### src/hw/rtl/tcs_pkg.sv
// Shared types and constants for the text console cursor and scroll engine.
// Used by tcs_ctrl, tcs_datapath and text_console_cursor_scroll_core; no dependencies.
package tcs_pkg;

	localparam int REQ_W  = 2;
	localparam int CHAR_W = 8;
	localparam int IDX_W  = 11;
	localparam int CELL_W = 16;
	localparam int POS_W  = 11;

	localparam logic [REQ_W-1:0] REQ_PUT   = 2'd0;
	localparam logic [REQ_W-1:0] REQ_READ  = 2'd1;
	localparam logic [REQ_W-1:0] REQ_CLEAR = 2'd2;

	localparam logic [CHAR_W-1:0] CH_BACKSPACE = 8'h08;
	localparam logic [CHAR_W-1:0] CH_NEWLINE   = 8'h0A;
	localparam logic [CHAR_W-1:0] CH_RETURN    = 8'h0D;
	localparam logic [CHAR_W-1:0] CH_SPACE     = 8'h20;

	localparam logic [7:0] RESET_ATTR = 8'd10;

	typedef enum logic [2:0] {
		ST_INIT,
		ST_IDLE,
		ST_EXEC,
		ST_SCROLL,
		ST_CLEAR,
		ST_RESP
	} ctl_state_t;

	typedef struct packed {
		logic load_req;
		logic exec;
		logic sweep_en;
		logic sweep_all;
		logic out_load;
		logic out_next;
	} dp_cmd_t;

	typedef struct packed {
		logic [REQ_W-1:0] req;
		logic             scroll;
		logic             sweep_last;
		logic             out_free;
	} dp_stat_t;

endpackage

### src/hw/rtl/tcs_ctrl.sv
// Request sequencer of the text console engine: accept, execute, sweep, respond.
// Depends on tcs_pkg for the state, command and status types.
module tcs_ctrl (
	input  logic              clk,
	input  logic              arst_n,
	input  logic              in_valid,
	output logic              in_ready,
	input  tcs_pkg::dp_stat_t stat,
	output tcs_pkg::dp_cmd_t  cmd
);

	tcs_pkg::ctl_state_t state_q, state_d;

	always_ff @(posedge clk or negedge arst_n) begin
		if (!arst_n) begin
			state_q <= tcs_pkg::ST_INIT;
		end else begin
			state_q <= state_d;
		end
	end

	always_comb begin
		state_d  = state_q;
		in_ready = 1'b0;
		cmd      = '0;
		unique case (state_q)
			tcs_pkg::ST_INIT: begin
				cmd.sweep_en  = 1'b1;
				cmd.sweep_all = 1'b1;
				if (stat.sweep_last) begin
					state_d = tcs_pkg::ST_IDLE;
				end
			end
			tcs_pkg::ST_IDLE: begin
				in_ready = 1'b1;
				if (in_valid) begin
					cmd.load_req = 1'b1;
					state_d      = tcs_pkg::ST_EXEC;
				end
			end
			tcs_pkg::ST_EXEC: begin
				cmd.exec = 1'b1;
				case (stat.req)
					tcs_pkg::REQ_PUT: begin
						if (stat.scroll) begin
							state_d = tcs_pkg::ST_SCROLL;
						end else if (stat.out_free) begin
							cmd.out_load = 1'b1;
							cmd.out_next = 1'b1;
							state_d      = tcs_pkg::ST_IDLE;
						end else begin
							state_d = tcs_pkg::ST_RESP;
						end
					end
					tcs_pkg::REQ_CLEAR: state_d = tcs_pkg::ST_CLEAR;
					default:            state_d = tcs_pkg::ST_RESP;
				endcase
			end
			tcs_pkg::ST_SCROLL: begin
				cmd.sweep_en = 1'b1;
				if (stat.sweep_last) begin
					state_d = tcs_pkg::ST_RESP;
				end
			end
			tcs_pkg::ST_CLEAR: begin
				cmd.sweep_en  = 1'b1;
				cmd.sweep_all = 1'b1;
				if (stat.sweep_last) begin
					state_d = tcs_pkg::ST_RESP;
				end
			end
			tcs_pkg::ST_RESP: begin
				if (stat.out_free) begin
					cmd.out_load = 1'b1;
					state_d      = tcs_pkg::ST_IDLE;
				end
			end
			default: state_d = tcs_pkg::ST_INIT;
		endcase
	end

endmodule

### config.mk
export PLATFORM = sky130hd
export DESIGN_NAME = tcs_ctrl
export DESIGN_NICKNAME = d
export VERILOG_FILES = /design/src/hw/rtl/tcs_pkg.sv /design/src/hw/rtl/tcs_ctrl.sv
export SDC_FILE = /design/constraint.sdc
export NUM_CORES = 1
export LEC_CHECK = 0
export BUFFER_PORTS_ARGS = -buffer_cell sky130_fd_sc_hd__buf_4
export CORE_AREA = 2 2 39 41
export CTS_CLUSTER_SIZE = 30
export DETAILED_ROUTE_END_ITERATION = 12
export DIE_AREA = 0 0 41 43
export SLEW_MARGIN = 10
export SYNTH_ARGS = -nofsm -noshare
export SYNTH_HDL_FRONTEND = slang
export SYNTH_SLANG_ARGS = --single-unit
### constraint.sdc
create_clock -name clk -period 2.3 [get_ports clk]
set_input_delay 0.115 -clock clk [delete_from_list [all_inputs] [get_ports clk]]
set_output_delay 0.115 -clock clk [all_outputs]
set_load 0.01 [all_outputs]
==> results of run 1 <==
==> layout make-up <==
cell class	instances	area share
sequential	3	0.178
inverter	1	0.00890
tap	16	0.0475
clock buffer	4	0.0623
multi-input combinational	27	0.430
timing repair buffer	15	0.273
==> power by group through the flow <==
stage | Clock [mW] | Combinational, mW | Sequential (mW)
2_1_floorplan | 0 | 0.237 | 0.0845
3_3_place_gp | 0 | 0.269 | 0.134
3_5_place_dp | 0 | 0.274 | 0.133
4_1_cts | 0.0985 | 0.276 | 0.132
5_1_grt | 0.101 | 0.303 | 0.142
6_report | 0.0922 | 0.271 | 0.134
==> cells by family after synthesis <==
family	after synthesis
compound gates	11
buf+inv	4
flops	3
mux	1
simple gates	15
==> layer usage <==
layer / global-route usage / up-vias
li1: - / 160
met1: 0.123 / 139
met2: 0.125 / 7
met3: 0.0366 / 0
met4: 0.0800 / 0
met5: 0 / -
==> cell usage after synthesis (2+ instances only) <==
cell     n  area, um^2
nor2b_1  5        31.3
dfrtp_1  3        75.1
nor2_1   3        11.3
nor3_1   3        15.0
a21o_1   2        15.0
a21oi_1  2        10.0
and3_1   2        12.5
==> worst paths after layout <==
kind / depth (start not counted) / to / start / slack, ps
max in group asynchronous: 2 / state_q[2] / arst_n / 2010
worst max-delay path: 4 / cmd[1] / state_q[1] / 790
worst min-delay path: 2 / state_q[1] / arst_n / 200
min in group clk: 3 / state_q[1] / in_valid / 220
worst min register to register: 1 / state_q[1] / state_q[2] / 640
worst max register to register: 3 / state_q[2] / state_q[1] / 980
==> results.ini, run 1 <==
[placement]
gp_congestion = 0.823
place_ws_ps = 987
portBuffers = 14
placed_area_um2 = 385
dp_hpwl_um = 570
dp.cells = 61

[worst_setup_path]
crit_buf_inv = 1
cp.arrival_ps = 1400
critPathRequiredTime_ps = 2180
cp-end-kind = primary output
start_kind = register
worst_path_max_delay_cell = dfrtp_1
cpPeakStageDelay_ps = 520
path_common_cell = nor2b_1
crit_chain = nor2b_1 -> a22oi_1 -> nor2b_1 -> buf_4
cp_max_fo = 11
critPathTopFamily = flip-flops
path_class = reg2out

[clock_tree]
root_buffer = clkbuf_4
cts_htree_levels = 1
cts_sinks = 3
numCtsBuffers = 3
ctsHoldBuffers = 1
cts_setup_buffers = 0
cts.clk_slew.worst_paths_ps = 40
clock_latency_ps = 230
cts_buffer_depth = 2
cts_resized = 0
cts_tree = built

[route]
viasPerCell = 4.64
top_layer_used = met3
ant_nets = 0
wl_per_cell_um = 10.7
wl_met2_um = 370
dr.pass1.iters = 4
route.met3.wl_um = 49
drc = 0
drt_iter0_markers = 3
wirelength_met1_um = 284
wirelength_um = 704
vias = 306

[synth]
synth-async-reset-ratio = 1.00
syn_inst = 34
syn-num-nets = 42
synthMuxAreaShare = 0.0352
yosysWarnings = 0
synth_top_family_by_area = simple AND/OR/NAND/NOR gates
synth_edf_count = 0
yosys_most_used_dff = dfrtp_1
synthXorXnorAreaFrac = 0
synth.distinct_cells = 21
ys_seq_area_frac = 0.264
synthAdderAreaFrac = 0
syn_area_um2 = 284
ys_ff_latch = 3
synthSimpleGateAreaFrac = 0.313
synth_compound_gate_area_share = 0.291
synth_area_per_cell_um2 = 8.35

[layout]
nets = 59
final_cell_mix = 14 x buf_4, 5 x nor2b_1
drive_gt1_frac = 0.360
multiInputGateArea_um2 = 181
seq_area_um2 = 75.1
instances_no_fill = 66
top_regs = state_q (3)
fillers = 150
largest_register_ffs = 3
postLayoutCoreUtil = 0.305
regMostFlops = state_q
layout_commonest_cell = buf_4
syn_to_final_growth_pct = 48.5
stdcell_area_um2 = 422
num_antenna_cells = 0

[die]
die_area_um2 = 1760
ios = 15
core-area_um2 = 1380
die_w_um = 41
die-height_um = 43
start_util = 0.205
rows = 14

[pwr]
p_per_area_nw_per_um2 = 1180
irDropWorstVdd_mv = 0.513
p_int_mw = 0.290
p_leak_nw = 0.199
clkPwrFrac = 0.185
p_total_mw = 0.497
power_switching_mw = 0.207
combPwrFrac = 0.546
seq_power_share = 0.269
swShare = 0.417

[outcome]
outcome = completed

[timing]
worst_slack_ps = 787
finalHoldViolCount = 0
clock.fmax_ghz = 0.661
fin_skew_ps = 0.219
final.setup.tns_ps = 0
slew_headroom = 0.787
maxSlewViolCount = 0
rsz0062_at_grt = false
setup_viol_count_final = 0
post-route-period-util = 0.658
fin_crit_ps = 1510
holdWs_ps = 199
worst_pin_slew_ps = 316

[grt]
grt_usage = 0.0977
grt_pass1_vias = 287
grt_max_degree = 13
grt_pass1_wl_mm = 1.12
antenna_found_initial = 0
overflow = 0

[min_path]
hp-class = in2async

[run]
cap_violations = 0

Note: power is estimated with default switching activity, not from simulation.
==> run 2, diff against run 1 <==
==> constraint.sdc (replaced) <==
create_clock -name clk -period 1.4 [get_ports clk]
set_input_delay 0.07 -clock clk [delete_from_list [all_inputs] [get_ports clk]]
set_output_delay 0.07 -clock clk [all_outputs]
set_load 0.01 [all_outputs]
==> run 2 against run 1 <==
Critical endpoint is now state_q[2]; highest routed layer unchanged; utilization is 4.2 points higher; die area stayed put; hold slack worse by 25 ps; largest power group unchanged; power is 89% higher.
==> results.ini, run 2 (synthesis gave the netlist of run 1 again) <==
[outcome]
outcome = completed

[worst_setup_path]
cpPeakStageDelay_ps = 450
crit_chain = buf_4 -> and4bb_1 -> a211oi_2 -> a32o_1
r2r_slack_ps = 70
crit_buf_inv = 1
cp.arrival_ps = 1490
start_kind = register
critPathRequiredTime_ps = 1560
critPathTopFamily = compound AO/OA/AOI/OAI gates
cp_max_fo = 8
worst_path_max_delay_cell = dfrtp_2
cp-end-kind = register
path_class = reg2reg

[die]
die_area_um2 = 1760
core-area_um2 = 1380
die-height_um = 43
start_util = 0.205
rows = 14
ios = 15
die_w_um = 41

[layout]
multiInputGateArea_um2 = 201
instances_no_fill = 69
seq_area_um2 = 77.6
regMostFlops = state_q
nets = 62
final_cell_mix = 16 x buf_4, 3 x nor2_1, 3 x nor3_1, 3 x nor2b_1, 3 x clkbuf_4
num_antenna_cells = 0
fillers = 149
drive_gt1_frac = 0.491
syn_to_final_growth_pct = 68.7
largest_register_ffs = 3
top_regs = state_q (3)
layout_commonest_cell = buf_4
stdcell_area_um2 = 479

[grt]
overflow = 0
grt_max_degree = 13
grt_pass1_vias = 298
grt_pass1_wl_mm = 1.14
antenna_found_initial = 0
grt_usage = 0.0995

[timing]
post-route-period-util = 0.951
worst_slack_ps = 68.4
clock.fmax_ghz = 0.751
maxSlewViolCount = 0
rsz0062_at_grt = false
fin_skew_ps = 0.828
setup_viol_count_final = 0
worst_pin_slew_ps = 298
finalHoldViolCount = 0
holdWs_ps = 174
fin_crit_ps = 1330
slew_headroom = 0.802
final.setup.tns_ps = 0

[placement]
portBuffers = 14
dp.cells = 61
gp_congestion = 0.819
placed_area_um2 = 385
place_ws_ps = 138

[clock_tree]
clock_latency_ps = 230
cts_htree_levels = 1
cts_tree = built
root_buffer = clkbuf_4
cts.clk_slew.worst_paths_ps = 30
cts_sinks = 3
numCtsBuffers = 3
cts_buffer_depth = 2

[route]
wirelength_um = 739
dr.pass1.iters = 4
drt_iter0_markers = 4
vias = 322
wl_per_cell_um = 10.7
viasPerCell = 4.67
drc = 0
ant_nets = 0

[min_path]
hp-class = in2async

[pwr]
p_per_area_nw_per_um2 = 1960
irDropWorstVdd_mv = 0.703
p_leak_nw = 0.219

[run]
cap_violations = 0

## run 2: what timing repair did
item	in CTS	in global routing
setup buffers	0	3
resized for setup	3	3
hold buffers	1	0
endpoints found under the setup margin	2	2
hold endpoints to repair	3	0
## run 2: worst paths after layout
kind / start / end / depth (start not counted)
max: state_q[0] / state_q[2] / 4
min: arst_n / state_q[1] / 2
max reg2reg: state_q[0] / state_q[2] / 4
min reg2reg: state_q[2] / state_q[1] / 1
max in group asynchronous: arst_n / state_q[0] / 2
min in group clk: in_valid / state_q[0] / 3
## run 2: final cells by class
cell class,instances,share of cell area
clock buffers,4,0.0548
inverters,1,0.00783
multi-input cells,27,0.420
flip-flops and latches,3,0.162
well taps,16,0.0418
repair buffers,18,0.313
## run 2: report_power, final
| part | internal [mW] | switching [mW] | total (mW) |
|---|---|---|---|
| Sequential | 0.130 | 0.0857 | 0.216 |
| Clock | 0.106 | 0.0399 | 0.146 |
| Combinational | 0.330 | 0.246 | 0.577 |
| Total | 0.567 | 0.372 | 0.939 |
## run 2: per-stage QoR
| stage | power, mW | util |
|---|---|---|
| floorplan | 0.528 | - |
| global placement | 0.660 | 0.278 |
| CTS | 0.832 | 0.311 |
| global route | 1.02 | 0.346 |
| detailed placement | 0.662 | 0.278 |
| finish | 0.939 | 0.346 |
## run 2: routing by layer
layer | vias to the layer above | part of all wire | GRT usage
li1 | 166 | - | -
met1 | 149 | 0.42 | 0.113
met2 | 7 | 0.52 | 0.141
met3 | 0 | 0.060 | 0.0366
met4 | 0 | 0 | 0.0800
met5 | - | 0 | 0
==> run 3, diff against run 2 <==
--- a/config.mk
+++ b/config.mk
@@ -10,7 +10,10 @@
 export CTS_CLUSTER_SIZE = 30
 export DETAILED_ROUTE_END_ITERATION = 12
 export DIE_AREA = 0 0 41 43
+export GPL_TIMING_DRIVEN = 0
+export PLACE_DENSITY = 0.45
 export SLEW_MARGIN = 10
 export SYNTH_ARGS = -nofsm -noshare
 export SYNTH_HDL_FRONTEND = slang
 export SYNTH_SLANG_ARGS = --single-unit
+export TNS_END_PERCENT = 30
==> run 3 against run 2 <==
Clock power increased by 4%; flip-flop and latch count did not move; final cell count did not move; design area is 0.52% higher; critical path type is now reg2out; largest power group unchanged; worst setup slack got worse by 9.8 ps; hold slack worse by 10 ps; first-iteration DRC count stayed put.
==> results.ini, run 3 (synthesis gave the netlist of run 1 again) <==
[timing]
setup_viol_count_final = 0
post-route-period-util = 0.958
fin_skew_ps = 4.16
worst_pin_slew_ps = 241
rsz0062_at_grt = true
clock.fmax_ghz = 0.745
finalHoldViolCount = 0
fin_crit_ps = 1340
worst_slack_ps = 58.5
holdWs_ps = 164
final.setup.tns_ps = 0
slew_headroom = 0.839
maxSlewViolCount = 0

[layout]
regMostFlops = state_q
fillers = 142
syn_to_final_growth_pct = 69.6
nets = 62
instances_no_fill = 69
drive_gt1_frac = 0.453
stdcell_area_um2 = 482
largest_register_ffs = 3
top_regs = state_q (3)
layout_commonest_cell = buf_4
num_antenna_cells = 0
postLayoutCoreUtil = 0.348

[die]
start_util = 0.205
die-height_um = 43
core-area_um2 = 1380
rows = 14
die_w_um = 41
ios = 15
die_area_um2 = 1760

[clock_tree]
cts_tree = built
cts_sinks = 3
root_buffer = clkbuf_4
cts.clk_slew.worst_paths_ps = 40
numCtsBuffers = 3
clock_latency_ps = 230
cts_buffer_depth = 2
cts_htree_levels = 1

[placement]
placed_area_um2 = 409
gp_congestion = 0.733
dp_hpwl_um = 552
place_ws_ps = 145
dp.cells = 64
portBuffers = 14

[worst_setup_path]
start_kind = register
critPathRequiredTime_ps = 1330
cp-end-kind = primary output
critPathTopFamily = flip-flops
cp_max_fo = 10
path_class = reg2out
cpPeakStageDelay_ps = 380
cp.arrival_ps = 1270
crit_chain = buf_6 -> nor2b_4 -> a22oi_1 -> nor2b_1 -> buf_4
crit_buf_inv = 2
worst_path_max_delay_cell = dfrtp_1

[grt]
grtUsageMet3 = 0.0314
grt_pass1_wl_mm = 1.31
grt_busiest_layer = met2
grt_pass1_vias = 307
overflow = 0
grt_usage = 0.109
met2_usage = 0.150
grt_max_degree = 11
antenna_found_initial = 0
met1_usage = 0.148

[min_path]
hp-class = in2async

[route]
viasPerCell = 4.67
ant_nets = 0
drt_iter0_markers = 4
dr.pass1.iters = 3
wirelength_um = 809
vias = 322
drc = 0
wl_per_cell_um = 11.7

[pwr]
p_leak_nw = 0.227
p_per_area_nw_per_um2 = 1980
p_total_mw = 0.955
irDropWorstVdd_mv = 0.633

[outcome]
outcome = completed

[run]
cap_violations = 0

run 3: cell types whose count changed in the layout (fill, tap and decap cells not counted):
cell / previous run / this run
buf_12: 1 / 0
buf_4: 16 / 15
buf_6: 0 / 2
dfrtp_1: 1 / 3
dfrtp_2: 2 / 0
nor2b_2: 2 / 0
nor2b_4: 0 / 2
run 3: cell type report:
type / count / area (um^2) / share of cell area
Multi-Input combinational cell: 27 / 211 / 0.439
Timing Repair Buffer: 15 / 115 / 0.239
Sequential cell: 3 / 75.1 / 0.156
Buffer: 3 / 30.0 / 0.0623
Clock buffer: 4 / 26.3 / 0.0545
Tap cell: 16 / 20.0 / 0.0416
Inverter: 1 / 3.75 / 0.00779
run 3: worst paths after layout:
| check | startpoint | endpoint | slack [ps] | depth (start not counted) |
|---|---|---|---|---|
| setup / recovery | state_q[0] | cmd[1] | 60 | 5 |
| hold reg to reg | state_q[2] | state_q[1] | 590 | 2 |
| hold / removal | arst_n | state_q[2] | 160 | 2 |
| setup reg to reg | state_q[0] | state_q[2] | 140 | 4 |
| min in group clk | in_valid | state_q[1] | 170 | 3 |
| max in group asynchronous | arst_n | state_q[1] | 1140 | 2 |
run 3: where the power goes:
part | internal [mW] | switching, mW | total, mW
registers | 0.125 | 0.0183 | 0.143
clock network | 0.107 | 0.0447 | 0.152
logic | 0.337 | 0.323 | 0.660
run 3: layer usage:
metal  up-vias  wire length [um]  part of all wire
met5         -                 0                 0
met4         0                 0                 0
met3         0                27             0.033
met2         6               406              0.50
met1       150               376              0.46
li1        166                 -                 -
run 3: what timing repair did:
| action | CTS | global route |
|---|---|---|
| hold endpoints to repair | 3 | 0 |
| setup buffers | 0 | 0 |
| endpoints found under the setup margin | 2 | 3 |
| resized for setup | 4 | 4 |
| hold buffers | 1 | 0 |
